===== src/rtl/core/lsr_pkg.sv =====
// Shared types and constants for the LIFO stack with reverse.
package lsr_pkg;

	localparam int OP_W     = 3;
	localparam int VAL_W    = 32;
	localparam int STATUS_W = 2;
	localparam int COUNT_W  = 7;

	typedef enum logic [OP_W-1:0] {
		OP_PUSH    = 3'd0,
		OP_POP     = 3'd1,
		OP_PEEK    = 3'd2,
		OP_REVERSE = 3'd3,
		OP_QUERY   = 3'd4
	} op_t;

	typedef enum logic [STATUS_W-1:0] {
		STAT_OK    = 2'd0,
		STAT_EMPTY = 2'd1,
		STAT_FULL  = 2'd2
	} status_t;

	typedef enum logic [2:0] {
		S_IDLE,
		S_FIN,
		S_RV_RD,
		S_RV_WLO,
		S_RV_WHI
	} state_t;

endpackage


===== src/rtl/core/lifo_stack_with_reverse.sv =====
// Top level of the LIFO stack with reverse: sequencer, storage and result register.
//
//  channel | direction | handshake           | beat
//  in      | input     | in_valid / in_stall | operation, push_value
//  out     | output    | out_valid/out_stall | read_value, status, is_empty, element_count
//
// Push, pop, peek, query and unknown codes go from idle to the final state; reverse
// of n elements runs a read state and two write states per swap, floor(n/2) swaps,
// one memory read pair and two writes per swap on the single write port. in_stall
// is high until the result enters the output register; a stalled output holds the
// sequencer in its final state. Reset clears count, state and out_valid, not storage.
module lifo_stack_with_reverse #(
	parameter int ELEM_WIDTH  = 32,
	parameter int STACK_DEPTH = 64
) (
	input  logic                          clk,
	input  logic                          arst_n,
	input  logic                          in_valid,
	output logic                          in_stall,
	input  logic [lsr_pkg::OP_W-1:0]      operation,
	input  logic [lsr_pkg::VAL_W-1:0]     push_value,
	output logic                          out_valid,
	input  logic                          out_stall,
	output logic [lsr_pkg::VAL_W-1:0]     read_value,
	output logic [lsr_pkg::STATUS_W-1:0]  status,
	output logic                          is_empty,
	output logic [lsr_pkg::COUNT_W-1:0]   element_count
);

	import lsr_pkg::*;

	localparam int AW = (STACK_DEPTH > 1) ? $clog2(STACK_DEPTH) : 1;

	logic                  res_valid, res_take;
	logic [VAL_W-1:0]      res_read_value;
	status_t               res_status;
	logic                  res_is_empty;
	logic [COUNT_W-1:0]    res_element_count;
	logic                  mem_we, mem_re;
	logic [AW-1:0]         mem_waddr, mem_raddr_a, mem_raddr_b;
	logic [ELEM_WIDTH-1:0] mem_wdata, mem_rdata_a, mem_rdata_b;
	logic                  out_valid_q;
	logic [VAL_W-1:0]      read_value_q;
	status_t               status_q;
	logic                  is_empty_q;
	logic [COUNT_W-1:0]    element_count_q;

	lsr_seq #(
		.ELEM_WIDTH (ELEM_WIDTH),
		.STACK_DEPTH(STACK_DEPTH)
	) u_seq (
		.clk              (clk),
		.arst_n           (arst_n),
		.in_valid         (in_valid),
		.in_stall         (in_stall),
		.operation        (operation),
		.push_value       (push_value),
		.res_valid        (res_valid),
		.res_take         (res_take),
		.res_read_value   (res_read_value),
		.res_status       (res_status),
		.res_is_empty     (res_is_empty),
		.res_element_count(res_element_count),
		.mem_we           (mem_we),
		.mem_waddr        (mem_waddr),
		.mem_wdata        (mem_wdata),
		.mem_re           (mem_re),
		.mem_raddr_a      (mem_raddr_a),
		.mem_raddr_b      (mem_raddr_b),
		.mem_rdata_a      (mem_rdata_a),
		.mem_rdata_b      (mem_rdata_b)
	);

	lsr_mem #(
		.ELEM_WIDTH (ELEM_WIDTH),
		.STACK_DEPTH(STACK_DEPTH)
	) u_mem (
		.clk    (clk),
		.we     (mem_we),
		.waddr  (mem_waddr),
		.wdata  (mem_wdata),
		.re     (mem_re),
		.raddr_a(mem_raddr_a),
		.raddr_b(mem_raddr_b),
		.rdata_a(mem_rdata_a),
		.rdata_b(mem_rdata_b)
	);

	assign res_take = !out_valid_q || !out_stall;

	always_ff @(posedge clk or negedge arst_n) begin
		if (!arst_n) begin
			out_valid_q <= 1'b0;
		end else if (res_take) begin
			out_valid_q <= res_valid;
		end
	end

	always_ff @(posedge clk) begin
		if (res_take && res_valid) begin
			read_value_q    <= res_read_value;
			status_q        <= res_status;
			is_empty_q      <= res_is_empty;
			element_count_q <= res_element_count;
		end
	end

	assign out_valid     = out_valid_q;
	assign read_value    = read_value_q;
	assign status        = status_q;
	assign is_empty      = is_empty_q;
	assign element_count = element_count_q;

endmodule


===== src/rtl/core/lsr_mem.sv =====
// Stack storage: one write port, two registered read ports.
module lsr_mem #(
	parameter int ELEM_WIDTH  = 32,
	parameter int STACK_DEPTH = 64,
	localparam int AW = (STACK_DEPTH > 1) ? $clog2(STACK_DEPTH) : 1
) (
	input  logic                  clk,
	input  logic                  we,
	input  logic [AW-1:0]         waddr,
	input  logic [ELEM_WIDTH-1:0] wdata,
	input  logic                  re,
	input  logic [AW-1:0]         raddr_a,
	input  logic [AW-1:0]         raddr_b,
	output logic [ELEM_WIDTH-1:0] rdata_a,
	output logic [ELEM_WIDTH-1:0] rdata_b
);

	logic [ELEM_WIDTH-1:0] mem [STACK_DEPTH];

	always_ff @(posedge clk) begin
		if (we) begin
			mem[waddr] <= wdata;
		end
	end

	always_ff @(posedge clk) begin
		if (re) begin
			rdata_a <= mem[raddr_a];
			rdata_b <= mem[raddr_b];
		end
	end

endmodule


===== src/rtl/core/lsr_seq.sv =====
// Operation sequencer: stack count, reverse pointers and memory control.
module lsr_seq #(
	parameter int ELEM_WIDTH  = 32,
	parameter int STACK_DEPTH = 64,
	localparam int AW = (STACK_DEPTH > 1) ? $clog2(STACK_DEPTH) : 1,
	localparam int CW = $clog2(STACK_DEPTH + 1)
) (
	input  logic                          clk,
	input  logic                          arst_n,
	input  logic                          in_valid,
	output logic                          in_stall,
	input  logic [lsr_pkg::OP_W-1:0]      operation,
	input  logic [lsr_pkg::VAL_W-1:0]     push_value,
	output logic                          res_valid,
	input  logic                          res_take,
	output logic [lsr_pkg::VAL_W-1:0]     res_read_value,
	output lsr_pkg::status_t              res_status,
	output logic                          res_is_empty,
	output logic [lsr_pkg::COUNT_W-1:0]   res_element_count,
	output logic                          mem_we,
	output logic [AW-1:0]                 mem_waddr,
	output logic [ELEM_WIDTH-1:0]         mem_wdata,
	output logic                          mem_re,
	output logic [AW-1:0]                 mem_raddr_a,
	output logic [AW-1:0]                 mem_raddr_b,
	input  logic [ELEM_WIDTH-1:0]         mem_rdata_a,
	input  logic [ELEM_WIDTH-1:0]         mem_rdata_b
);

	import lsr_pkg::*;

	state_t          state_q, state_d;
	logic [OP_W-1:0] op_q;
	status_t         status_q;
	logic [CW-1:0]   count_q;
	logic [AW-1:0]   lo_q, hi_q;
	logic            accept, full, empty;
	logic            is_push, is_pop, is_peek, is_rev;
	logic            more_pairs;

	assign accept  = in_valid && (state_q == S_IDLE);
	assign full    = (count_q == CW'(STACK_DEPTH));
	assign empty   = (count_q == '0);
	assign is_push = (operation == OP_PUSH);
	assign is_pop  = (operation == OP_POP);
	assign is_peek = (operation == OP_PEEK);
	assign is_rev  = (operation == OP_REVERSE);
	assign more_pairs = ({1'b0, lo_q} + (AW+1)'(2)) < {1'b0, hi_q};

	assign in_stall = (state_q != S_IDLE);

	always_ff @(posedge clk or negedge arst_n) begin
		if (!arst_n) begin
			state_q <= S_IDLE;
		end else begin
			state_q <= state_d;
		end
	end

	always_comb begin
		state_d     = state_q;
		mem_we      = 1'b0;
		mem_waddr   = AW'(count_q);
		mem_wdata   = ELEM_WIDTH'(push_value);
		mem_re      = 1'b0;
		mem_raddr_a = AW'(count_q - 1'b1);
		mem_raddr_b = hi_q;
		res_valid   = 1'b0;
		unique case (state_q)
			S_IDLE: begin
				if (accept) begin
					mem_we = is_push && !full;
					mem_re = (is_pop || is_peek) && !empty;
					if (is_rev && (count_q >= CW'(2))) begin
						state_d = S_RV_RD;
					end else begin
						state_d = S_FIN;
					end
				end
			end
			S_RV_RD: begin
				mem_re      = 1'b1;
				mem_raddr_a = lo_q;
				state_d     = S_RV_WLO;
			end
			S_RV_WLO: begin
				mem_we    = 1'b1;
				mem_waddr = lo_q;
				mem_wdata = mem_rdata_b;
				state_d   = S_RV_WHI;
			end
			S_RV_WHI: begin
				mem_we    = 1'b1;
				mem_waddr = hi_q;
				mem_wdata = mem_rdata_a;
				state_d   = more_pairs ? S_RV_RD : S_FIN;
			end
			S_FIN: begin
				res_valid = 1'b1;
				if (res_take) begin
					state_d = S_IDLE;
				end
			end
			default: state_d = S_IDLE;
		endcase
	end

	always_ff @(posedge clk or negedge arst_n) begin
		if (!arst_n) begin
			count_q <= '0;
		end else if (accept) begin
			if (is_push && !full) begin
				count_q <= count_q + 1'b1;
			end else if (is_pop && !empty) begin
				count_q <= count_q - 1'b1;
			end
		end
	end

	always_ff @(posedge clk) begin
		if (accept) begin
			op_q <= operation;
			if (is_push && full) begin
				status_q <= STAT_FULL;
			end else if ((is_pop || is_peek) && empty) begin
				status_q <= STAT_EMPTY;
			end else begin
				status_q <= STAT_OK;
			end
			lo_q <= '0;
			hi_q <= AW'(count_q - 1'b1);
		end else if (state_q == S_RV_WHI) begin
			lo_q <= lo_q + 1'b1;
			hi_q <= hi_q - 1'b1;
		end
	end

	always_comb begin
		res_read_value = '0;
		if (((op_q == OP_POP) || (op_q == OP_PEEK)) && (status_q == STAT_OK)) begin
			res_read_value = VAL_W'(mem_rdata_a);
		end
	end

	assign res_status        = status_q;
	assign res_is_empty      = empty;
	assign res_element_count = COUNT_W'(count_q);

`ifndef NO_ASSERTIONS
	a_count_bound: assert property (@(posedge clk) disable iff (!arst_n)
		count_q <= CW'(STACK_DEPTH))
		else $error("stack count above depth");

	a_rev_order: assert property (@(posedge clk) disable iff (!arst_n)
		(state_q == S_RV_RD || state_q == S_RV_WLO || state_q == S_RV_WHI)
		|-> (lo_q < hi_q))
		else $error("reverse pointers crossed");

	a_push_count: assert property (@(posedge clk) disable iff (!arst_n)
		(accept && is_push && !full) |=> (count_q == CW'($past(count_q) + 1'b1)))
		else $error("push did not advance count");

	a_empty_status: assert property (@(posedge clk) disable iff (!arst_n)
		(state_q == S_FIN && status_q == STAT_EMPTY) |-> (count_q == '0))
		else $error("empty status with stored elements");
`endif

endmodule


===== config.mk =====
export PLATFORM = sky130hd
export DESIGN_NAME = lifo_stack_with_reverse
export DESIGN_NICKNAME = d
export VERILOG_FILES = /design/src/rtl/core/lsr_pkg.sv /design/src/rtl/core/lifo_stack_with_reverse.sv /design/src/rtl/core/lsr_mem.sv /design/src/rtl/core/lsr_seq.sv
export SDC_FILE = /design/constraint.sdc
export NUM_CORES = 2
export LEC_CHECK = 0
export BUFFER_PORTS_ARGS = -buffer_cell sky130_fd_sc_hd__buf_4
export CAP_MARGIN = 20
export CORE_UTILIZATION = 40
export CTS_BUF_LIST = sky130_fd_sc_hd__clkbuf_8
export DETAILED_ROUTE_END_ITERATION = 8
export GPL_ROUTABILITY_DRIVEN = 0
export GPL_TIMING_DRIVEN = 0
export PLACE_DENSITY = 0.55
export SETUP_SLACK_MARGIN = 0.3
export SLEW_MARGIN = 25
export SYNTH_ARGS = -nofsm -noshare
export SYNTH_HDL_FRONTEND = slang
export SYNTH_SLANG_ARGS = --single-unit

===== constraint.sdc =====
create_clock -name clk -period 9.8 [get_ports clk]
set_input_delay 0.49 -clock clk [delete_from_list [all_inputs] [get_ports clk]]
set_output_delay 0.49 -clock clk [all_outputs]
set_load 0.02 [all_outputs]

==> impl_results.md <==
* Run status: completed
* # fillers at 22,000
* Syn avg cell area at 14.2 µm²
* WHS at 56.5 ps
* Vertical extent of the die at 507 µm
* Number of buffers created by CTS at 380
* CP max stage delay at 880 ps
* Number of antenna-violating nets in the routed design at 0
* Max Cap Viol at 0
* Most repeated cell in the gate-level netlist after synthesis: sky130_fd_sc_hd__edfxtp_1
* Global router's overall resource usage at 0.330
* Initial DRC count at 14,300
* Met1 routing resource usage after global routing at 0.426
* Worst min-delay path category: in2reg
* Synth top cells by count: sky130_fd_sc_hd__edfxtp_1, sky130_fd_sc_hd__nand2_1, sky130_fd_sc_hd__mux4_2
* Required time at the endpoint of the critical path at 10,580 ps
* Horizontal extent of the die at 507 µm
* Unrepaired setup endpoints after global routing: false
* Number of pins exceeding their max-slew limit in the final report at 0
* Synth warnings at 0
* Total half-perimeter wirelength after legalization and detailed placement at 318,000 µm
* Met2 capacity usage during global routing at 0.463
* Root buffer cell: sky130_fd_sc_hd__clkbuf_8
* Synthesis-stage register bit count at 2,182
* Proportion of netlist area held by the largest area contributor at 0.638
* Ratio of cells with drive above 1 in the final layout at 0.224
* Buffer and inverter count on the worst path at 6
* Average wire per standard cell at 37.6 µm
* Post-synthesis cell type count at 57
* Maximum number of pins on one net before global-route repair at 65
* Post-layout nets at 7,878
* Crit path cell chain: clkbuf_1, clkbuf_1, inv_1, ha_1, inv_1, mux2i_4, nor2_2, clkbuf_1, clkbuf_1, nand3_1, nand4_1, a32oi_1, and3_1
* P&R area growth vs syn at 16.3%
* Global-route layer with the greatest usage: met2
* H-tree depth at 5
* Least-Margin Pin Slew at 1280 ps
* GRT Residual Overflow at 0
* Residual DRC count at 0
* Type of the setup path with the least slack: reg2reg
* Initial antenna violation count at 52
* Area of the die at 257,000 µm²
* Number of clock sinks seen by CTS at 2,182
* Post-synth top area cell: sky130_fd_sc_hd__edfxtp_1
* Number of hold violations in the final report at 0
* Final critical-path share of the clock period at 0.752
* Global-route wire length before repair at 581,000 µm
* Initial Util at 0.404
* Clock-pin slew on the worst setup and hold paths at 70 ps
* Number of vias per cell at 6.54
* FFs w/ async S/R, synth at 0.00504
* Worst skew pair latency at 1180 ps
* Drt pass-1 iters at 8
* Critical Path Slowest Stage Cell: sky130_fd_sc_hd__clkbuf_1
* Crit path max-delay family: buffers and inverters
* Number of global-route vias before repair at 71,200
* Prevailing post-synth register cell: sky130_fd_sc_hd__edfxtp_1
* CORE AREA at 252,000 µm²
* Minimum clock period after layout at 7370 ps
* CP most frequent cell: sky130_fd_sc_hd__clkbuf_1
* Critical path capture point type: flip-flop
* Wirelength, routed at 432,000 µm
* Global Route met3 Usage at 0.125
* Maximum buffer depth of the clock tree at 4
* Upper clock frequency limit at 0.136 GHz
* Vias post-DR at 75,200
* Leading cell types by total area after synthesis: sky130_fd_sc_hd__edfxtp_1, sky130_fd_sc_hd__mux4_2, sky130_fd_sc_hd__nand2_1, sky130_fd_sc_hd__nand3_1, sky130_fd_sc_hd__a31oi_1
* Maximum fanout along the worst path at 10
* Number of cell rows at 184
* Number of enable flip-flop cells after synthesis at 2,165
* Crit start category: flip-flop
* I/O pin cnt at 83
* # setup viols final at 0
* Rel. slew slack at 0.147
* Final Skew at 95.0 ps
* Netlist Area Pre-Place at 102,000 µm²
* Post-Synthesis Cells at 7,166
* Portion of the post-synthesis area used by sequential elements at 0.642
* Post-Synthesis Net Count at 7,217
* Port buffer count at 82
* Crit path DAT at 8150 ps
* CTS tree: built
## cells by family (layout without fill, tap and decap cells)
logic type / count (synthesis) / in the layout / synth area share
XOR/XNOR: 21 / 21 / 0.00181
buffers and inverters: 658 / 1603 / 0.0275
adder cells (fa/ha/maj): 12 / 12 / 0.00147
AO/OA/AOI/OAI: 761 / 761 / 0.0517
other: 0 / 39 / 0
multiplexers: 742 / 742 / 0.160
AND/OR/NAND/NOR: 2790 / 2790 / 0.116
flip-flops: 2182 / 2182 / 0.642
## area by class of cell
cell class / count / area, µm² / area share
Antenna cell: 39 / 97.6 / 0.000824
Sequential cell: 2182 / 65400 / 0.552
Clock inverter: 273 / 1370 / 0.0115
Timing Repair Buffer: 279 / 4660 / 0.0394
Multi-Input combinational cell: 4326 / 34500 / 0.291
Buffer: 578 / 2590 / 0.0218
Tap cell: 3348 / 4190 / 0.0354
Inverter: 80 / 300 / 0.00253
Clock buffer: 393 / 5410 / 0.0456
## metal layers
| metal | vias up | share of wire |
|---|---|---|
| li1 | 29400 | - |
| met1 | 38200 | 0.35 |
| met4 | 34 | 0.074 |
| met2 | 6491 | 0.42 |
| met3 | 1143 | 0.15 |
| met5 | - | 0.00057 |
## stage by stage
stage	worst slack, ps	instance area [µm²]	util	std cells	TNS, ps
6_report	2430	118000	0.470	11500	0
5_1_grt	2560	118000	0.469	11500	0
4_1_cts	2620	118000	0.469	11500	0
3_5_place_dp	2650	111000	0.442	10800	0
3_3_place_gp	-5160	107000	0.423	10600	-328440
2_1_floorplan	1110	102000	-	7166	0
## path summary, 6_finish.rpt
path	depth (start not counted)	slack, ps	start	end
setup / recovery	13	2430	u_seq.res_element_count[0]$_DFFE_PN0P_	u_mem.rdata_a[14]$_DFFE_PP_
hold / removal	4	60	push_value[27]	u_mem.mem[62][27]$_DFFE_PP_
setup reg to reg	13	2430	u_seq.res_element_count[0]$_DFFE_PN0P_	u_mem.rdata_a[14]$_DFFE_PP_
hold reg to reg	0	440	u_seq.res_element_count[4]$_DFFE_PN0P_	element_count[4]$_DFFE_PP_
min in group asynchronous	3	430	arst_n	u_seq.res_element_count[1]$_DFFE_PN0P_
max in group asynchronous	3	8980	arst_n	u_seq.res_element_count[5]$_DFFE_PN0P_
## tightest hold or removal path, stage by stage
cell and delay [ps]:
sky130_fd_sc_hd__buf_4 110, sky130_fd_sc_hd__nand2_1 90, sky130_fd_sc_hd__nand2_4 70, sky130_fd_sc_hd__buf_16 200
## cells in the final DEF, fill, tap and decap left out, types with 82 or more instances in the layout
master | Yosys | layout
sky130_fd_sc_hd__a211oi_1 | 133 | 132
sky130_fd_sc_hd__a21oi_1 | 176 | 175
sky130_fd_sc_hd__a31oi_1 | 193 | 193
sky130_fd_sc_hd__buf_16 | 0 | 82
sky130_fd_sc_hd__buf_2 | 185 | 212
sky130_fd_sc_hd__buf_4 | 21 | 111
sky130_fd_sc_hd__clkbuf_1 | 307 | 259
sky130_fd_sc_hd__clkbuf_8 | 0 | 393
sky130_fd_sc_hd__clkinv_1 | 3 | 105
sky130_fd_sc_hd__edfxtp_1 | 2165 | 2165
sky130_fd_sc_hd__inv_1 | 76 | 191
sky130_fd_sc_hd__mux4_2 | 704 | 704
sky130_fd_sc_hd__nand2_1 | 1835 | 1803
sky130_fd_sc_hd__nand3_1 | 684 | 684
## registers in the layout (all words and copies together) (netlist names)
signal,count
u_seq.state_q,3
is_empty,1
status,2
element_count,7
u_seq.op_q,3
u_mem.rdata_a,32
u_seq.res_element_count,7
u_mem.mem,2048
read_value,32
out_valid,1
u_mem.rdata_b,32
u_seq.lo_q,6
u_seq.res_status,2
u_seq.mem_raddr_b,6
## repair_timing
action                                 4_1_cts  5_1_grt
hold buffers                                15        0
setup buffers                                0        0
endpoints found under the hold margin      172        0
gates resized for setup                      0        0
Power is left out: the tool's default activity adds up to more than one toggle a clock period on the data nets, which glitch-free logic cannot reach.
